===== src/hw/rtl/bond_price_yield_duration_top_assert.svh =====
// Assertion macros for the bond pricing block
`ifndef BOND_PRICE_YIELD_DURATION_TOP_ASSERT_SVH
`define BOND_PRICE_YIELD_DURATION_TOP_ASSERT_SVH
`ifndef ASSERT_OFF
`define BPYD_ASSERT(lbl, prop, msg) \
  lbl: assert property (@(posedge clk_i) disable iff (!rst_ni) prop) else $error(msg);
`define BPYD_ASSERT_NEVER(lbl, prop, msg) \
  lbl: assert property (@(posedge clk_i) disable iff (!rst_ni) !(prop)) else $error(msg);
`else
`define BPYD_ASSERT(lbl, prop, msg)
`define BPYD_ASSERT_NEVER(lbl, prop, msg)
`endif
`endif


===== src/hw/rtl/bpyd_pkg.sv =====
`default_nettype none
package bpyd_pkg;
  localparam int unsigned MAX_YEARS     = 64;
  localparam int unsigned MAX_FREQUENCY = 12;
  localparam int unsigned BISECT_STEPS  = 32;
  localparam int unsigned MAX_N = MAX_YEARS * MAX_FREQUENCY;
  localparam int unsigned NW    = $clog2(MAX_N + 1);
  localparam int unsigned WW    = $clog2(MAX_N * (MAX_N + 1) + 1);
  localparam int unsigned SW    = $clog2(BISECT_STEPS + 1);
  localparam int unsigned QDEPTH = 2;

  localparam logic [32:0] ONE_Q32 = 33'h1_0000_0000;
  localparam logic [39:0] MAX32   = 40'h00_FFFF_FFFF;
  localparam logic [39:0] MAX40   = 40'hFF_FFFF_FFFF;

  typedef enum logic [1:0] {
    ST_OK        = 2'd0,
    ST_MKT_ZERO  = 2'd1,
    ST_FREQ_ZERO = 2'd2
  } status_e;

  typedef struct packed {
    logic [39:0]   face;
    logic [31:0]   crate;
    logic [39:0]   mkt;
    logic [31:0]   req;
    logic          given;
    logic [3:0]    f;
    logic [NW-1:0] n;
    status_e       status;
  } item_t;

  typedef enum logic [5:0] {
    BK_IDLE, BK_CMUL, BK_CDIV, BK_CWAIT, BK_BMID, BK_RWAIT, BK_VWAIT,
    BK_PMUL1, BK_PMUL2, BK_PMUL3, BK_PACC, BK_PFACE, BK_PEND, BK_PCHK,
    BK_FINAL, BK_DINIT, BK_DPC,
    BK_DM1, BK_DM2, BK_DM3, BK_DM4, BK_DM5, BK_DM6, BK_DM7,
    BK_DF1, BK_DF2, BK_DF3, BK_DF4, BK_DF5,
    BK_MAC, BK_MACW, BK_MDW, BK_CVW, BK_CYW, BK_OUT
  } back_state_e;
endpackage
`default_nettype wire


===== src/hw/rtl/bpyd_queue.sv =====
`default_nettype none
module bpyd_queue (
  input  logic            clk_i,
  input  logic            rst_ni,
  input  logic            push_i,
  input  bpyd_pkg::item_t item_i,
  output logic            full_o,
  input  logic            pop_i,
  output logic            valid_o,
  output bpyd_pkg::item_t item_o
);
  import bpyd_pkg::*;
  localparam int unsigned PW = (QDEPTH > 1) ? $clog2(QDEPTH) : 1;

  item_t         mem_q [QDEPTH];
  logic [PW-1:0] wp_q, rp_q;
  logic [PW:0]   cnt_q;

  assign full_o  = cnt_q == (PW+1)'(QDEPTH);
  assign valid_o = cnt_q != '0;
  assign item_o  = mem_q[rp_q];

  always_ff @(posedge clk_i or negedge rst_ni) begin
    if (!rst_ni) begin
      wp_q  <= '0;
      rp_q  <= '0;
      cnt_q <= '0;
    end else begin
      if (push_i) begin
        wp_q <= (wp_q == PW'(QDEPTH - 1)) ? '0 : wp_q + 1'b1;
      end
      if (pop_i) begin
        rp_q <= (rp_q == PW'(QDEPTH - 1)) ? '0 : rp_q + 1'b1;
      end
      if (push_i && !pop_i) begin
        cnt_q <= cnt_q + 1'b1;
      end else if (pop_i && !push_i) begin
        cnt_q <= cnt_q - 1'b1;
      end
    end
  end

  always_ff @(posedge clk_i) begin
    if (push_i) begin
      mem_q[wp_q] <= item_i;
    end
  end
endmodule
`default_nettype wire


===== config.mk =====
export PLATFORM = sky130hd
export DESIGN_NAME = bpyd_queue
export DESIGN_NICKNAME = d
export VERILOG_FILES = /design/src/hw/rtl/bond_price_yield_duration_top_assert.svh /design/src/hw/rtl/bpyd_pkg.sv /design/src/hw/rtl/bpyd_queue.sv
export SDC_FILE = /design/constraint.sdc
export NUM_CORES = 1
export LEC_CHECK = 0
export ABC_AREA = 0
export BUFFER_PORTS_ARGS = -buffer_cell sky130_fd_sc_hd__buf_4
export CAP_MARGIN = 20
export CELL_PAD_IN_SITES_DETAIL_PLACEMENT = 0
export CELL_PAD_IN_SITES_GLOBAL_PLACEMENT = 1
export CORE_MARGIN = 8
export CORE_UTILIZATION = 48
export CTS_CLUSTER_DIAMETER = 50
export CTS_CLUSTER_SIZE = 28
export DETAILED_ROUTE_END_ITERATION = 6
export PLACE_DENSITY_LB_ADDON = 0.1
export SYNTH_ARGS = -nofsm -noshare
export SYNTH_HDL_FRONTEND = slang
export SYNTH_SLANG_ARGS = --single-unit

===== constraint.sdc =====
create_clock -name clk_i -period 12 [get_ports clk_i]
set_input_delay 0 -clock clk_i [delete_from_list [all_inputs] [get_ports clk_i]]
set_output_delay 0 -clock clk_i [all_outputs]
set_load 0.03 [all_outputs]

# Word-level counts from Yosys, hierarchy flattened
# Memories as Yosys holds them, arrays and structs flattened.
# Cells that the tools add are included.
dict set report word_totals {
  register_bits 4
  ramBits 322
  in_bits 165
  output_inout_bits 163
  wordCells 21
  n_memories 1
}
dict set report op_classes {
  addsub 4
  eq_ne 1
  muxes 6
  reduce_logical 6
}
# memory depth width rd rd_clocked_by_memory_dff write_ports line
set mem_list {}
lappend mem_list {mem_q 2 161 1 0 1 bpyd_queue.sv:15} ;# item_t mem_q [QDEPTH];
# op count
set ops {}
lappend ops {{two-way mux 1 bit} 4}
lappend ops {{two-way mux 2 bit} 2}
lappend ops {{nonzero test 2 bit} 2}
lappend ops {{adder 1 bit (second input constant)} 2}
lappend ops {{adder 2 x 1 -> 2 bit (second input constant)} 1}
lappend ops {{== test 2 bit (second input constant)} 1}
lappend ops {{logical AND 1 bit} 2}
lappend ops {{logical NOT 1 bit} 2}
lappend ops {{subtractor 2 x 1 -> 2 bit (second input constant)} 1}

# Logic depth before layout (Yosys ltp)
# Gate-level depths: netlist of run 1.
dict set report logic_depth {
  word_depth 4
  depth_mapped 5
  mapped_depth_nobuf 5
}

# Least setup slack after synthesis of run 1
# Ideal clock, no wire load.
dict set report synth_path {
  path_type {register to register}
  startpoint {register wp_q}
  endpoint {memory mem_q[0][0] (netlist name) (enable)}
  setup_ns 0.703
  arrival_time_ns 7.508
  t_required_ns 11.297
  setup_slack_ns 3.789
  stages_incl_launch_ff 2
  path_buffers 0
  synth_period_minus_slack_ns 8.211
  path_cell_list {dfrtp_1 nor2b_1}
}
# element line
set synth_lines {}
lappend synth_lines {{from (decl)} bpyd_queue.sv:16} ;# logic [PW-1:0] wp_q, rp_q;
lappend synth_lines {{from (signal assigned)} bpyd_queue.sv:30} ;# wp_q <= (wp_q == PW'(QDEPTH - 1)) ? '0 : wp_q + 1'b1;
lappend synth_lines {{to (decl)} bpyd_queue.sv:15}
# No word-level cell before the write port.

==> flow_summary.yaml, run 1 <==
timing:
  hold_violations: 0
  holdWs_ps: 173
  period_share: 0.237
  rsz0062_at_grt: "false"
  final-setup-viol-count: 0
  fin_ws_ps: 9150
  fmax_mhz: 351
  clock_skew_ps: 11.2
  setup_tns_ps: 0
  fin_crit_ps: 2850
  slew_headroom: 0.252
  drv_slew: 0
  worst_pin_slew_ps: 1120
place:
  gp_congestion: 0.747
  numPortBuffers: 327
  place_ws_ps: 9110
  hpwl_um: 18000
  dpl-instance-area_mm2: 0.0149
global_route:
  antenna_found_initial: 2
  grt_remaining_overflow: 0
  grt_pass1_wl_um: 42200
  grt.total_usage: 0.175
  grt_max_degree: 82
  first_global_vias: 7640
clock_tree:
  postCtsSetupBuffers: 0
  htreeDepth: 1
  post_cts_resized: 0
  cts_root_buf: "clkbuf_16"
  cts_tree: "built"
  cts-buffers-inserted: 31
  cts.reportedPaths.clkPinSlew_ps: 70
  hold_buffers: 165
  clock_path_buffers: 3
  clock-sinks: 326
  clk_latency_ps: 550
cells_and_area:
  final_common_cell: "buf_4"
  n_fill_cell: 1557
  area_growth_pct: 45.8
  drive_gt1_frac: 0.527
  fin_nets: 1198
  final_area_mm2: 0.0177
  fin_util: 0.708
  mostFrequentLayoutCells: "332 x buf_4, 322 x edfxtp_1, 165 x dlygate4sd3_1"
setup_path:
  path_max_fanout: 59
  cp-end-kind: "output pin"
  arrival_ps: 2850
  cp-start-kind: "register"
  cp_cell_sequence: "buf_4 -> mux2_2 -> buf_4"
  critPathRequiredTime_ps: 12000
  max_stage_delay_ps: 840
  crit_type: "register to output pin"
  crit_top_cell: "buf_4"
  cp_top_family: "buffers and inverters"
  critPathBufInv: 2
  cpMaxStageDelayCell: "buf_4"
yosys:
  synth_area_per_cell_um2: 23.5
  synth-seq-cells: 326
  yosysWarnings: 0
  synth_fp_nets: 683
  seq_area_frac_synth: 0.806
  netlist_instances: 517
  syn_area_mm2: 0.0121
  synth_cell_types: 14
route:
  wl_um: 27600
  dr.first_iter.drc_count: 340
  drc: 0
  first_pass_iters: 4
  wire_per_inst_um: 19.9
  ant_nets: 0
  vias: 6721
  via_per_inst: 4.84
floorplanning:
  die_area_mm2: 0.0306
  fp.dieW_um: 175
  start_util: 0.486
  dieHeight_um: 175
  ios: 328
  row_count: 58
  core_mm2: 0.0250
power_and_ir_drop:
  cellPowerDensity_mw_per_mm2: 238
  ir_drop_mv: 0.168
  leakage_nw: 6.93
flow_run:
  drv_cap: 0
hold_path:
  worst_hold_path_type: "input port to register"
status:
  status: "completed"
==> Yosys cell counts <==
| cell type | instances | area [um2] |
|---|---|---|
| inv_1 | 1 | 3.75 |
| ha_1 | 1 | 12.5 |
| xor2_1 | 4 | 35.0 |
| or2_2 | 1 | 6.26 |
| and2_1 | 1 | 6.26 |
| xnor2_1 | 1 | 8.76 |
| buf_6 | 10 | 113 |
| nor2b_1 | 2 | 12.5 |
| buf_2 | 8 | 40.0 |
| mux2_2 | 81 | 912 |
| dfrtp_1 | 4 | 100 |
| mux2_4 | 80 | 1200 |
| nor2_1 | 1 | 3.75 |
| edfxtp_1 | 322 | 9670 |
==> metrics by stage <==
step	std cells	total power [mW]
detailed placement	1161	3.22
global route	1388	4.38
CTS	1383	4.25
global placement	1161	3.19
floorplan	517	2.72
finish	1388	4.21
==> path summary, 6_finish.rpt <==
check,from,endpoint,slack (ps),depth (start not counted)
worst max-delay path,rp_q,item_o[137],9150,3
worst min-delay path,item_i[94],mem_q[0][94],170,2
worst max register to register,wp_q,mem_q[1][23],9730,4
worst min register to register,cnt_q[1],cnt_q[1],510,1
max in group asynchronous,rst_ni,rp_q,11450,3
min in group asynchronous,rst_ni,cnt_q[0],350,3
==> final cells by class <==
class / instances / area (um2) / share of cell area
Tap cell: 330 / 413 / 0.0234
Multi-Input combinational cell: 172 / 2210 / 0.125
Inverter: 1 / 3.75 / 0.000212
Sequential cell: 326 / 9770 / 0.553
Clock inverter: 25 / 269 / 0.0152
Clock buffer: 32 / 779 / 0.0441
Antenna cell: 2 / 5.00 / 0.000283
Timing Repair Buffer: 500 / 4230 / 0.239
==> routing by layer <==
metal | up-vias | global-route usage | share of wire
li1 | 3105 | - | -
met1 | 3311 | 0.206 | 0.39
met2 | 266 | 0.304 | 0.50
met3 | 39 | 0.0563 | 0.083
met4 | 0 | 0.0480 | 0.019
met5 | - | 0 | 0
==> sequential cells by signal (all words and copies together) (netlist names) <==
register and flops:
wp_q 1, cnt_q 2, rp_q 1, mem_q 322
==> cell families (layout without fill, tap and decap cells) <==
kind of cell,count (synthesis),after routing,synth area share
multiplexers,161,161,0.174
other,0,2,0
adder cells (fa/ha/maj),1,1,0.00103
flip-flops,326,326,0.806
XOR/XNOR,5,5,0.00361
AND/OR/NAND/NOR,5,5,0.00237
buffers and inverters,19,558,0.0129
==> power by group <==
part	internal [mW]	switching, mW
sequential	1.51	0.0768
combinational	0.703	0.940
clock	0.510	0.469
Power figures use the tool's default switching activity.
==> run 2: changes to the inputs <==
--- a/config.mk
+++ b/config.mk
@@ -11,7 +11,7 @@
 export CELL_PAD_IN_SITES_DETAIL_PLACEMENT = 0
 export CELL_PAD_IN_SITES_GLOBAL_PLACEMENT = 1
 export CORE_MARGIN = 8
-export CORE_UTILIZATION = 48
+export CORE_UTILIZATION = 44
 export CTS_CLUSTER_DIAMETER = 50
 export CTS_CLUSTER_SIZE = 28
 export DETAILED_ROUTE_END_ITERATION = 6
==> constraint.sdc (replaced) <==
create_clock -name clk_i -period 2.96 [get_ports clk_i]
set_input_delay 0 -clock clk_i [delete_from_list [all_inputs] [get_ports clk_i]]
set_output_delay 0 -clock clk_i [all_outputs]
set_load 0.03 [all_outputs]
==> run 2 against run 1 <==
Effect of this change: die area rose by 8.2%; flip-flop and latch count did not move; worst setup slack got worse by 8500 ps; count of clock-buffer cells in the layout rose by 1; final area rose by 0.91%; sequential share of layout area fell by 0.50 points.
==> flow_summary.yaml, run 2 (same netlist as run 1, synthesis figures left out) <==
floorplanning:
  fp.dieW_um: 182
  start_util: 0.449
  row_count: 60
  core_mm2: 0.0270
  dieHeight_um: 182
  ios: 328
  die_area_mm2: 0.0331
place:
  gp_congestion: 0.805
  numPortBuffers: 327
  hpwl_um: 19400
timing:
  slew_headroom: 0.553
  worst_pin_slew_ps: 669
  clock_skew_ps: 30.6
  fmax_mhz: 429
  drv_slew: 0
  hold_violations: 0
  fin_crit_ps: 2330
  setup_tns_ps: 0
  final-setup-viol-count: 0
  period_share: 0.787
  rsz0062_at_grt: "false"
route:
  ant_nets: 0
  first_pass_iters: 4
  wl_um: 28100
  via_per_inst: 4.75
  drc: 0
  dr.first_iter.drc_count: 319
  wire_per_inst_um: 20.0
  vias: 6684
cells_and_area:
  fin_nets: 1206
  largest_register_ffs: 322
  largest-register: "mem_q"
  largest_registers: "mem_q: 322 flops, cnt_q: 2 flops"
  n_fill_cell: 1810
  mostFrequentLayoutCells: "333 x buf_4, 322 x edfxtp_1, 165 x dlygate4sd3_1"
  drive_gt1_frac: 0.526
  final_common_cell: "buf_4"
  area_growth_pct: 47.1
setup_path:
  cp_cell_sequence: "buf_4 -> mux2_2 -> buf_4"
  cp-start-kind: "register"
  cp_top_family: "flip-flops"
  crit_type: "register to output pin"
  critPathRequiredTime_ps: 2960
  arrival_ps: 2330
  max_stage_delay_ps: 870
  worst-path-stages: 3
  cp-end-kind: "output pin"
  cpMaxStageDelayCell: "dfrtp_4"
  path_max_fanout: 37
  critPathBufInv: 2
  rr_worst_depth: 2
  crit_top_cell: "buf_4"
clock_tree:
  clock-sinks: 326
  hold_buffers: 165
  post_cts_resized: 0
  cts.reportedPaths.clkPinSlew_ps: 70
  clk_latency_ps: 560
  cts_tree: "built"
  htreeDepth: 1
  cts_root_buf: "clkbuf_16"
  postCtsSetupBuffers: 0
  cts-buffers-inserted: 31
  clock_path_buffers: 3
hold_path:
  worst_hold_path_type: "input port to register"
  worstHoldPathCells: 2
power_and_ir_drop:
  share_comb_of_total_power: 0.391
  switchingPower_mw: 5.94
  leakage_nw: 6.99
  p_clk_frac: 0.235
  p_total_mw: 17.3
  cellPowerDensity_mw_per_mm2: 968
  ir_drop_mv: 0.677
  intPower_mw: 11.3
  swShare: 0.344
  pwr-share-seq: 0.373
global_route:
  grt.total_usage: 0.164
  first_global_vias: 7530
  grt_max_degree: 50
  grt_remaining_overflow: 0
  antenna_found_initial: 2
  grt_pass1_wl_um: 42600
flow_run:
  drv_cap: 0
status:
  status: "completed"
## run 2: cell count changes in the layout (fill, tap and decap cells not counted)
| cell | change |
|---|---|
| clkinv_8 | +2 |
| clkinvlp_4 | +1 |
| clkinv_4 | -2 |
| buf_4 | +1 |
| inv_6 | -5 |
| buf_16 | -3 |
| inv_8 | -3 |
| bufinv_16 | +3 |
| clkinv_1 | +3 |
| buf_12 | +10 |
| clkbuf_1 | +1 |
| inv_12 | -2 |
| clkinv_2 | +1 |
## run 2: per-stage QoR
step	hold slack [ps]	instance area, um2	utilization	worst slack, ps	instances
after floorplan	-296	12100	-	-276	517
final	163	17800	0.660	630	1406
after detailed placement	-200	15100	0.559	1180	1183
after global placement	-203	15100	0.559	1230	1183
after CTS	138	17800	0.660	570	1404
after global routing	144	17800	0.660	509	1405
## run 2: per-layer routing
metal | part of all wire | wire length (um) | vias to the layer above | GRT usage
met5 | 0.00028 | 8 | - | 0
met2 | 0.50 | 14000 | 262 | 0.285
met1 | 0.39 | 11100 | 3271 | 0.195
met4 | 0.021 | 580 | 2 | 0.0413
met3 | 0.085 | 2390 | 41 | 0.0527
li1 | - | - | 3108 | -
## run 2: path summary, 6_finish.rpt
| path | to | slack (ps) | startpoint |
|---|---|---|---|
| worst min register to register | cnt_q[1] | 500 | cnt_q[1] |
| worst max-delay path | item_o[138] | 630 | rp_q |
| worst min-delay path | mem_q[1][5] | 160 | item_i[5] |
| min in group asynchronous | cnt_q[0] | 390 | rst_ni |
| worst max register to register | mem_q[1][97] | 1180 | wp_q |
| max in group asynchronous | rp_q | 2370 | rst_ni |
## run 2: area by class of cell
type | count | area (um2) | area share
multi-input combinational | 172 | 2210 | 0.124
inverter | 1 | 3.75 | 0.000210
tap | 341 | 427 | 0.0239
antenna | 2 | 5.00 | 0.000281
sequential | 326 | 9770 | 0.548
clock buffer | 33 | 783 | 0.0439
clock inverter | 23 | 288 | 0.0161
timing repair buffer | 508 | 4350 | 0.244
## run 2: power by group through the flow
| stage | logic (mW) | registers [mW] | clock network [mW] |
|---|---|---|---|
| final | 6.76 | 6.45 | 4.06 |
| after global routing | 7.09 | 6.54 | 4.32 |
| after CTS | 6.86 | 6.47 | 4.16 |
| after detailed placement | 6.66 | 6.56 | 0 |
| after global placement | 6.60 | 6.52 | 0 |
| after floorplan | 4.47 | 6.42 | 0 |
## run 2: worst reg2reg max path, cell delays in order, from the launching register on
cell and delay, ps:
dfrtp_1 430, and2_4 580, buf_4 410
