**src/hw/rtl/bond_price_yield_duration_top_assert.svh**
```systemverilog
// Assertion macros for the bond pricing block
`ifndef BOND_PRICE_YIELD_DURATION_TOP_ASSERT_SVH
`define BOND_PRICE_YIELD_DURATION_TOP_ASSERT_SVH
`ifndef ASSERT_OFF
`define BPYD_ASSERT(lbl, prop, msg) \
  lbl: assert property (@(posedge clk_i) disable iff (!rst_ni) prop) else $error(msg);
`define BPYD_ASSERT_NEVER(lbl, prop, msg) \
  lbl: assert property (@(posedge clk_i) disable iff (!rst_ni) !(prop)) else $error(msg);
`else
`define BPYD_ASSERT(lbl, prop, msg)
`define BPYD_ASSERT_NEVER(lbl, prop, msg)
`endif
`endif

```
**src/hw/rtl/bpyd_pkg.sv**
```systemverilog
`default_nettype none
package bpyd_pkg;
  localparam int unsigned MAX_YEARS     = 64;
  localparam int unsigned MAX_FREQUENCY = 12;
  localparam int unsigned BISECT_STEPS  = 32;
  localparam int unsigned MAX_N = MAX_YEARS * MAX_FREQUENCY;
  localparam int unsigned NW    = $clog2(MAX_N + 1);
  localparam int unsigned WW    = $clog2(MAX_N * (MAX_N + 1) + 1);
  localparam int unsigned SW    = $clog2(BISECT_STEPS + 1);
  localparam int unsigned QDEPTH = 2;

  localparam logic [32:0] ONE_Q32 = 33'h1_0000_0000;
  localparam logic [39:0] MAX32   = 40'h00_FFFF_FFFF;
  localparam logic [39:0] MAX40   = 40'hFF_FFFF_FFFF;

  typedef enum logic [1:0] {
    ST_OK        = 2'd0,
    ST_MKT_ZERO  = 2'd1,
    ST_FREQ_ZERO = 2'd2
  } status_e;

  typedef struct packed {
    logic [39:0]   face;
    logic [31:0]   crate;
    logic [39:0]   mkt;
    logic [31:0]   req;
    logic          given;
    logic [3:0]    f;
    logic [NW-1:0] n;
    status_e       status;
  } item_t;

  typedef enum logic [5:0] {
    BK_IDLE, BK_CMUL, BK_CDIV, BK_CWAIT, BK_BMID, BK_RWAIT, BK_VWAIT,
    BK_PMUL1, BK_PMUL2, BK_PMUL3, BK_PACC, BK_PFACE, BK_PEND, BK_PCHK,
    BK_FINAL, BK_DINIT, BK_DPC,
    BK_DM1, BK_DM2, BK_DM3, BK_DM4, BK_DM5, BK_DM6, BK_DM7,
    BK_DF1, BK_DF2, BK_DF3, BK_DF4, BK_DF5,
    BK_MAC, BK_MACW, BK_MDW, BK_CVW, BK_CYW, BK_OUT
  } back_state_e;
endpackage
`default_nettype wire

```
**src/hw/rtl/bpyd_in_if.sv**
```systemverilog
`default_nettype none
interface bpyd_in_if;
  logic        valid;
  logic        ready;
  logic [39:0] par_amount;
  logic [31:0] annual_coupon;
  logic [39:0] quoted_price;
  logic [6:0]  years_left;
  logic [3:0]  payments_per_year;
  logic [31:0] pricing_yield;
  logic        yield_given;
  modport source (output valid, par_amount, annual_coupon, quoted_price, years_left,
                  payments_per_year, pricing_yield, yield_given, input ready);
  modport sink (input valid, par_amount, annual_coupon, quoted_price, years_left,
                payments_per_year, pricing_yield, yield_given, output ready);
endinterface
`default_nettype wire

```
**src/hw/rtl/bpyd_front.sv**
```systemverilog
`default_nettype none
module bpyd_front (
  bpyd_in_if.sink        in_i,
  input  logic           full_i,
  output logic           push_o,
  output bpyd_pkg::item_t item_o
);
  import bpyd_pkg::*;

  logic [7:0]  yrs;
  logic [3:0]  fc;
  logic [11:0] nf;

  assign in_i.ready = !full_i;
  assign push_o     = in_i.valid && !full_i;

  always_comb begin
    if ({1'b0, in_i.years_left} > 8'(MAX_YEARS)) begin
      yrs = 8'(MAX_YEARS);
    end else begin
      yrs = {1'b0, in_i.years_left};
    end
    if (in_i.payments_per_year > 4'(MAX_FREQUENCY)) begin
      fc = 4'(MAX_FREQUENCY);
    end else begin
      fc = in_i.payments_per_year;
    end
    nf = 12'(yrs) * 12'(fc);
    item_o.face  = in_i.par_amount;
    item_o.crate = in_i.annual_coupon;
    item_o.mkt   = in_i.quoted_price;
    item_o.req   = in_i.pricing_yield;
    item_o.given = in_i.yield_given;
    item_o.f     = fc;
    item_o.n     = NW'(nf);
    if (in_i.payments_per_year == 4'd0) begin
      item_o.status = ST_FREQ_ZERO;
    end else if (in_i.quoted_price == 40'd0) begin
      item_o.status = ST_MKT_ZERO;
    end else begin
      item_o.status = ST_OK;
    end
  end
endmodule
`default_nettype wire

```
**src/flat_wrapper.sv**
```systemverilog
// flat-port wrapper written by rule: the top's interface ports become plain ports
module bpyd_front_flat import bpyd_pkg::*;
  (full_i, push_o, item_o, in_i_valid, in_i_par_amount, in_i_annual_coupon, in_i_quoted_price, in_i_years_left, in_i_payments_per_year, in_i_pricing_yield, in_i_yield_given, in_i_ready);
  bpyd_in_if in_i_i ();
  input  logic full_i;
  output logic push_o;
  output bpyd_pkg::item_t item_o;
  input wire logic [$bits(in_i_i.valid)-1:0] in_i_valid;
  input wire logic [$bits(in_i_i.par_amount)-1:0] in_i_par_amount;
  input wire logic [$bits(in_i_i.annual_coupon)-1:0] in_i_annual_coupon;
  input wire logic [$bits(in_i_i.quoted_price)-1:0] in_i_quoted_price;
  input wire logic [$bits(in_i_i.years_left)-1:0] in_i_years_left;
  input wire logic [$bits(in_i_i.payments_per_year)-1:0] in_i_payments_per_year;
  input wire logic [$bits(in_i_i.pricing_yield)-1:0] in_i_pricing_yield;
  input wire logic [$bits(in_i_i.yield_given)-1:0] in_i_yield_given;
  output wire logic [$bits(in_i_i.ready)-1:0] in_i_ready;
  assign in_i_i.valid = in_i_valid;
  assign in_i_i.par_amount = in_i_par_amount;
  assign in_i_i.annual_coupon = in_i_annual_coupon;
  assign in_i_i.quoted_price = in_i_quoted_price;
  assign in_i_i.years_left = in_i_years_left;
  assign in_i_i.payments_per_year = in_i_payments_per_year;
  assign in_i_i.pricing_yield = in_i_pricing_yield;
  assign in_i_i.yield_given = in_i_yield_given;
  assign in_i_ready = in_i_i.ready;
  bpyd_front u_core (.in_i(in_i_i), .full_i(full_i), .push_o(push_o), .item_o(item_o));
endmodule
```
**config.mk**
```make
export PLATFORM = sky130hd
export DESIGN_NAME = bpyd_front_flat
export DESIGN_NICKNAME = d
export VERILOG_FILES = /design/src/hw/rtl/bond_price_yield_duration_top_assert.svh /design/src/hw/rtl/bpyd_pkg.sv /design/src/hw/rtl/bpyd_in_if.sv /design/src/hw/rtl/bpyd_front.sv /design/src/flat_wrapper.sv
export SDC_FILE = /design/constraint.sdc
export NUM_CORES = 1
export LEC_CHECK = 0
export ABC_AREA = 1
export BUFFER_PORTS_ARGS = -buffer_cell sky130_fd_sc_hd__clkbuf_2
export CAP_MARGIN = 10
export CORE_AREA = 2 2 125 127
export DETAILED_ROUTE_END_ITERATION = 16
export DIE_AREA = 0 0 127 129
export GPL_ROUTABILITY_DRIVEN = 0
export PLACE_DENSITY = 0.52
export SLEW_MARGIN = 15
export SYNTH_ARGS = -nofsm -noshare
export SYNTH_HDL_FRONTEND = slang
export SYNTH_SLANG_ARGS = --single-unit
```
**constraint.sdc**
```tcl
create_clock -name vclk -period 6.84
set_input_delay 1.368 -clock vclk [all_inputs]
set_output_delay 1.368 -clock vclk [all_outputs]
set_load 0.05 [all_outputs]
```
[Word-level counts from Yosys, hierarchy flattened]
Cells that the tools add are included.
Word-level totals
  memory bits (read-only): 0
  bits in registers: 0
  memory bits (writable): 0
  input bits: 158
  latch bits: 0
  memories kept: 0
  logic and storage cells: 11
  output and inout bits: 163
Cells by class
  $lt $le $gt $ge: 2
  shift-type cells: 0
  bitwise operators: 0
  $add $sub $neg: 0
  multipliers: 1
  divide/modulo/power cells: 0
  muxes and demuxes: 4
  reductions and logical operators: 4
  equality and inequality tests: 0
Operators with widths (count)
  logical NOT 40 bit: 1
  multiplier 7 x 4 -> 10 bit: 1
  > comparator 7 bit (second input constant): 1
  2-to-1 mux 7 bit: 1
  > comparator 4 bit (second input constant): 1
  logical NOT 4 bit: 1
  2-to-1 mux 4 bit: 1
  2-to-1 mux 2 bit: 1
  logical AND 1 bit: 1
  logical NOT 1 bit: 1
  2-to-1 mux 1 bit: 1

[Logic depth before layout (Yosys ltp)]
Gate-level depths: netlist (run 1).
  word-level depth: 3
  depth in mapped cells: 16
  depth with buffers taken out: 16

[Least setup slack after synthesis (run 1)]
Ideal clock, no wire load.
  path type: input port to output port
  start: input port in_i_payments_per_year[2]
  end: output port item_o[8] (netlist bit)
  setup slack: 0.890 ns
  data required time: 5.472 ns
  stages on the path: 13
  arrival time: 4.582 ns
  buffers on the path: 0
  cells stage by stage: nand2_1 nand2_1 inv_1 nand2_1 fa_1 inv_1 fa_1 inv_1 fa_1 inv_1 nand3_1 nand2_1 xor2_1
RTL lines
  from (decl): RTL line flat_wrapper.sv:13  | input wire logic [$bits(in_i_i.payments_per_year)-1:0] in_i_payments_per_year;
  to (decl): RTL line flat_wrapper.sv:7  | output bpyd_pkg::item_t item_o;

==> run metrics, run 1 <==
setup violators final 0; outcome complete, no violations; Final Critical Period 5680 ps; Worst Setup End Kind output port; largest net degree at the start of global routing 8; Nets 496; Post-DP Area 1890 µm²; Final ANT Viol Nets 0; n_diodes 0; share of cells above drive strength 1 36.4%; CP top delay family adder cells; Hold Buf Count CTS 0; commonest non-fill, non-tap cell in the layout clkbuf_2; # IOs 321; Yosys warning count 0; worst-path cell chain clkbuf_2, nand2_1, nand2_1, inv_1, nand2_1, fa_1, inv_1, fa_1, inv_1, fa_1, inv_1, nand3_1, nand2_1, nand2_1, nand2_1, nand2_1, nand2_1, clkbuf_2; CP peak stage delay 570 ps; Design Area, Final 1890 µm²; Switching Fraction 75.1%; Power Dens Cells 100 nW/µm²; Routed WL 6320 µm; RSZ-0062 raised after global routing false; Vias/cell 3.33; sequential share of the synthesized area 0%; Switch Pwr 142 µW; initial antenna violation count 0; Die ar. 16400 µm²; Required @ worst endpoint 5470 ps; Mapped Area 2190 µm²; Max VDD drop 0.0323 mV; detailed-route DRC error count 0; Comb pwr share 100.0%; FF/Latch Area 0 µm²; initial drt markers 103; vias in the first global route 1649; CTS resizes 0; Pre-Repair DR Iteration Count 4; crit path buf inv count 6; top cells by area, synth buf_4, inv_1, fa_1, nand2_1, nor2_1; WS Path Type input pin to output port; post-synth top area cell buf_4; syn nets 530; worst slew pin tran 329 ps; GRT Resource Usage Total 7.16%; core area 15000 µm²; area grow syn2layout -13.9%; most frequent cells in the layout clkbuf_2, inv_1, nand2_1; final period utilization 83.0%; clock network fraction of total power 0%; Worst setup SP type input pin; FFs & Latches 0; drt wl/cell 12.6 µm; synthesized instance count 349; Pleak 1.22 nW; Fill cells 1765; maximum fanout along the worst path 7; worst hold path type input pin to output port; max_cap viols 0; synth unique cells 15; Chip Width 127 µm; P_int 47.1 µW; via count 1666; share of power burned in registers 0%; clock buf count 0; IO Port Bufs 111; DIE HEIGHT 129 µm; synthesized area per cell 6.28 µm²; cell mode on critical path nand2_1; num rows 45; Setup TNS Final 0 ps; Max Slew Vio Count 0; setup bufs post-CTS 0; fmax 176 MHz; first-pass GRT wire length 9040 µm; global route overflow 0; Detail Placement HPWL 5750 µm; CP Data Arrival Time 4310 ps; CP max stage cell fa_1; Yosys top cell area share 49.6%; relative slew slack 78.1%; Initial Utilization 14.6%; final hold viol count 0
## path summary, 6_finish.rpt
| check | start | to | slack [ps] | cells past startpoint |
|---|---|---|---|---|
| setup / recovery | in_i_payments_per_year[2] | item_o[10] | 1160 | 18 |
| hold / removal | in_i_par_amount[24] | item_o[145] | 2740 | 0 |
## cell type report
cell class                 instances  area, µm²  area share (%)
timing repair buffer             111        556            29.4
multi-input combinational        145        883            46.8
inverter                          57        214            11.3
tap                              188        235            12.5
## routing by layer
metal  share of wire [%]  global-route usage [%]  vias to the layer above  routed length, µm
li1                    -                       -                      807                  -
met5                   0                       0                        -                  0
met4                 6.0                    4.40                        0                380
met1                  42                    8.76                      706               2630
met2                  39                    9.99                      109               2440
met3                  14                    3.58                       44                875
## per-stage QoR
step	hold WS (ps)	cells	setup slack (ps)	util [%]	power (mW)
6_report	2740	501	1160	12.6	0.189
5_1_grt	2740	501	882	12.6	0.206
4_1_cts	2740	501	1100	12.6	0.193
3_5_place_dp	2740	501	1110	12.6	0.193
3_3_place_gp	2740	501	1170	12.6	0.193
2_1_floorplan	2900	349	890	-	0.317
## cell families (layout without fill, tap and decap cells)
| family | Yosys count | in the layout | share of synthesized area [%] |
|---|---|---|---|
| xor+xnor | 3 | 3 | 1.20 |
| simple gates | 115 | 115 | 21.6 |
| compound gates | 4 | 4 | 0.913 |
| fa+ha+maj | 23 | 23 | 16.5 |
| buf+inv | 204 | 168 | 59.7 |
## Yosys cell counts
library cell / instances
and2_1: 2
nor2_1: 47
nand3b_4: 1
ha_1: 13
xnor2_1: 1
buf_4: 145
nand2_2: 2
clkbuf_1: 2
nand4_1: 2
a21oi_1: 4
fa_1: 10
inv_1: 57
xor2_1: 2
nand2_1: 52
nand3_1: 9
## power groups by stage
stage	logic, mW	clock network, mW	registers (mW)
floorplan	0.317	0	0
global placement	0.193	0	0
detailed placement	0.193	0	0
CTS	0.193	0	0
global route	0.206	0	0
finish	0.189	0	0
(Power assumes the default switching activity.)
==> run 2: changes to the inputs <==
--- a/config.mk
+++ b/config.mk
@@ -8,11 +8,11 @@
 export ABC_AREA = 1
 export BUFFER_PORTS_ARGS = -buffer_cell sky130_fd_sc_hd__clkbuf_2
 export CAP_MARGIN = 10
-export CORE_AREA = 2 2 125 127
+export CORE_AREA = 2 2 126 128
 export DETAILED_ROUTE_END_ITERATION = 16
-export DIE_AREA = 0 0 127 129
+export DIE_AREA = 0 0 128 130
 export GPL_ROUTABILITY_DRIVEN = 0
-export PLACE_DENSITY = 0.52
+export PLACE_DENSITY = 0.53
 export SLEW_MARGIN = 15
 export SYNTH_ARGS = -nofsm -noshare
 export SYNTH_HDL_FRONTEND = slang
==> constraint.sdc (replaced) <==
create_clock -name vclk -period 4.9
set_input_delay 0.98 -clock vclk [all_inputs]
set_output_delay 0.98 -clock vclk [all_outputs]
set_load 0.05 [all_outputs]
==> run 2 against run 1 <==
  * Wire length down 3.5%
  * Clock-buffer cell count unchanged
  * Die area up 1.6%
  * Sequential share of layout area unchanged
  * Setup slack worse by 940 ps
  * Critical path depth down 2
  * Critical endpoint is now item_o[11]
  * Highest routed layer unchanged
==> run metrics, run 2 (synthesized netlist as in run 1, its figures left out) <==
largest net degree at the start of global routing 8 (unchanged); Pleak 1.25 nW (+2.3%); Hold Buf Count CTS 0 (unchanged); worst setup margin 219 ps (-945 ps); worst hold path type input pin to output port; n_diodes 0 (unchanged); first-pass GRT wire length 9180 µm (+1.6%); Final ANT Viol Nets 0 (unchanged); Final Critical Period 4680 ps; maximum fanout along the worst path 6 (-1); cell mode on critical path nand2_1; Detail Placement HPWL 5630 µm (-2.1%); Required @ worst endpoint 3920 ps (-1550 ps); Setup TNS Final 0 ps (unchanged); drt wl/cell 12.0 µm (-4.8%); Worst Setup End Kind output port; commonest non-fill, non-tap cell in the layout clkbuf_2; via count 1687 (+1.3%); Power Total 278 µW (+47%); IO Port Bufs 111 (unchanged); RSZ-0062 raised after global routing false; global route overflow 0 (unchanged); Max Slew Vio Count 0 (unchanged); Nets 499 (+0.60%); core area 15400 µm² (+3.0%); FF/Latch Area 0 µm² (unchanged); final period utilization 95.5%; DIE HEIGHT 130 µm (+0.78%); Power Dens Cells 141 nW/µm² (+41%); relative slew slack 78.4% (+0.29 points); # IOs 321 (unchanged); CP max stage cell fa_1; clock buf count 0 (unchanged); worst-path cell chain clkbuf_2, nand2_2, nand2_1, buf_4, nor2_1, fa_1, inv_1, fa_1, inv_1, ha_1, a21oi_1, nand2_1, nand2_1, nand3_1, nand2_1, buf_4; crit path buf inv count 5 (-1); CP peak stage delay 520 ps (-50 ps); final hold viol count 0 (unchanged); setup violators final 0 (unchanged); GRT Resource Usage Total 7.13% (-0.030 points); share of cells above drive strength 1 39.9% (+3.5 points); vias in the first global route 1664 (+0.91%); Die ar. 16600 µm² (+1.6%); fmax 214 MHz; Chip Width 128 µm (+0.79%); Max VDD drop 0.0411 mV (+27%); max_cap viols 0 (unchanged); initial drt markers 93 (-9.7%); FFs & Latches 0 (unchanged); Vias/cell 3.32 (-0.13%); pre-CTS WS 83.6 ps (-1020 ps); Routed WL 6100 µm (-3.5%); outcome complete, no violations; Pre-Repair DR Iteration Count 4 (unchanged); worst slew pin tran 325 ps (-4.43 ps); WS Path Type input pin to output port; Worst setup SP type input pin; area grow syn2layout -10.2%; Initial Utilization 14.2% (-0.43 points); num rows 46 (+2.2%); most frequent cells in the layout clkbuf_2, inv_1, nand2_1; detailed-route DRC error count 0 (unchanged); CP top delay family adder cells; CP Data Arrival Time 3700 ps (-610 ps); initial antenna violation count 0 (unchanged)
run 2: cell types whose count changed in the layout (fill, tap and decap cells not counted), sizes merged:
cell    previous run  this run
buf                0         7
clkbuf           111       107
run 2: path summary, 6_finish.rpt:
kind / cells after the start / start / slack [ps] / to
setup / recovery: 16 / in_i_payments_per_year[2] / 220 / item_o[11]
hold / removal: 0 / in_i_annual_coupon[11] / 1960 / item_o[100]
run 2: what timing repair did:
action                                 in CTS  in global routing
setup endpoints to repair                   0                  4
buffers inserted                            0                  0
resized for setup                           0                 16
endpoints found under the hold margin       0                  0
run 2: per-stage QoR:
| step | utilization, % | std cells | hold slack, ps | cell area (µm²) |
|---|---|---|---|---|
| after floorplan | - | 349 | 2130 | 2210 |
| after global placement | 12.6 | 508 | 1960 | 1950 |
| after detailed placement | 12.6 | 508 | 1960 | 1950 |
| after CTS | 12.6 | 508 | 1960 | 1950 |
| after global routing | 12.8 | 508 | 1960 | 1970 |
| final | 12.8 | 508 | 1960 | 1970 |
run 2: power breakdown:
group	total, mW	switching (mW)	internal, mW
Sequential	0	0	0
Clock	0	0	0
Combinational	0.278	0.203	0.0758
Total	0.278	0.203	0.0758
run 2: area by class of cell:
cell class / instances / area (µm²)
timing repair buffer: 114 / 601
inverter: 57 / 214
tap: 192 / 240
fill: 1814 / 13500
multi-input combinational: 145 / 915
run 2: layer usage:
layer  wire (µm)  vias to the layer above  track usage, %
li1            -                      819               -
met1        2760                      719            9.61
met2        2380                      109            10.3
met3         608                       40            1.89
met4         343                        0            4.07
met5           0                        -               0
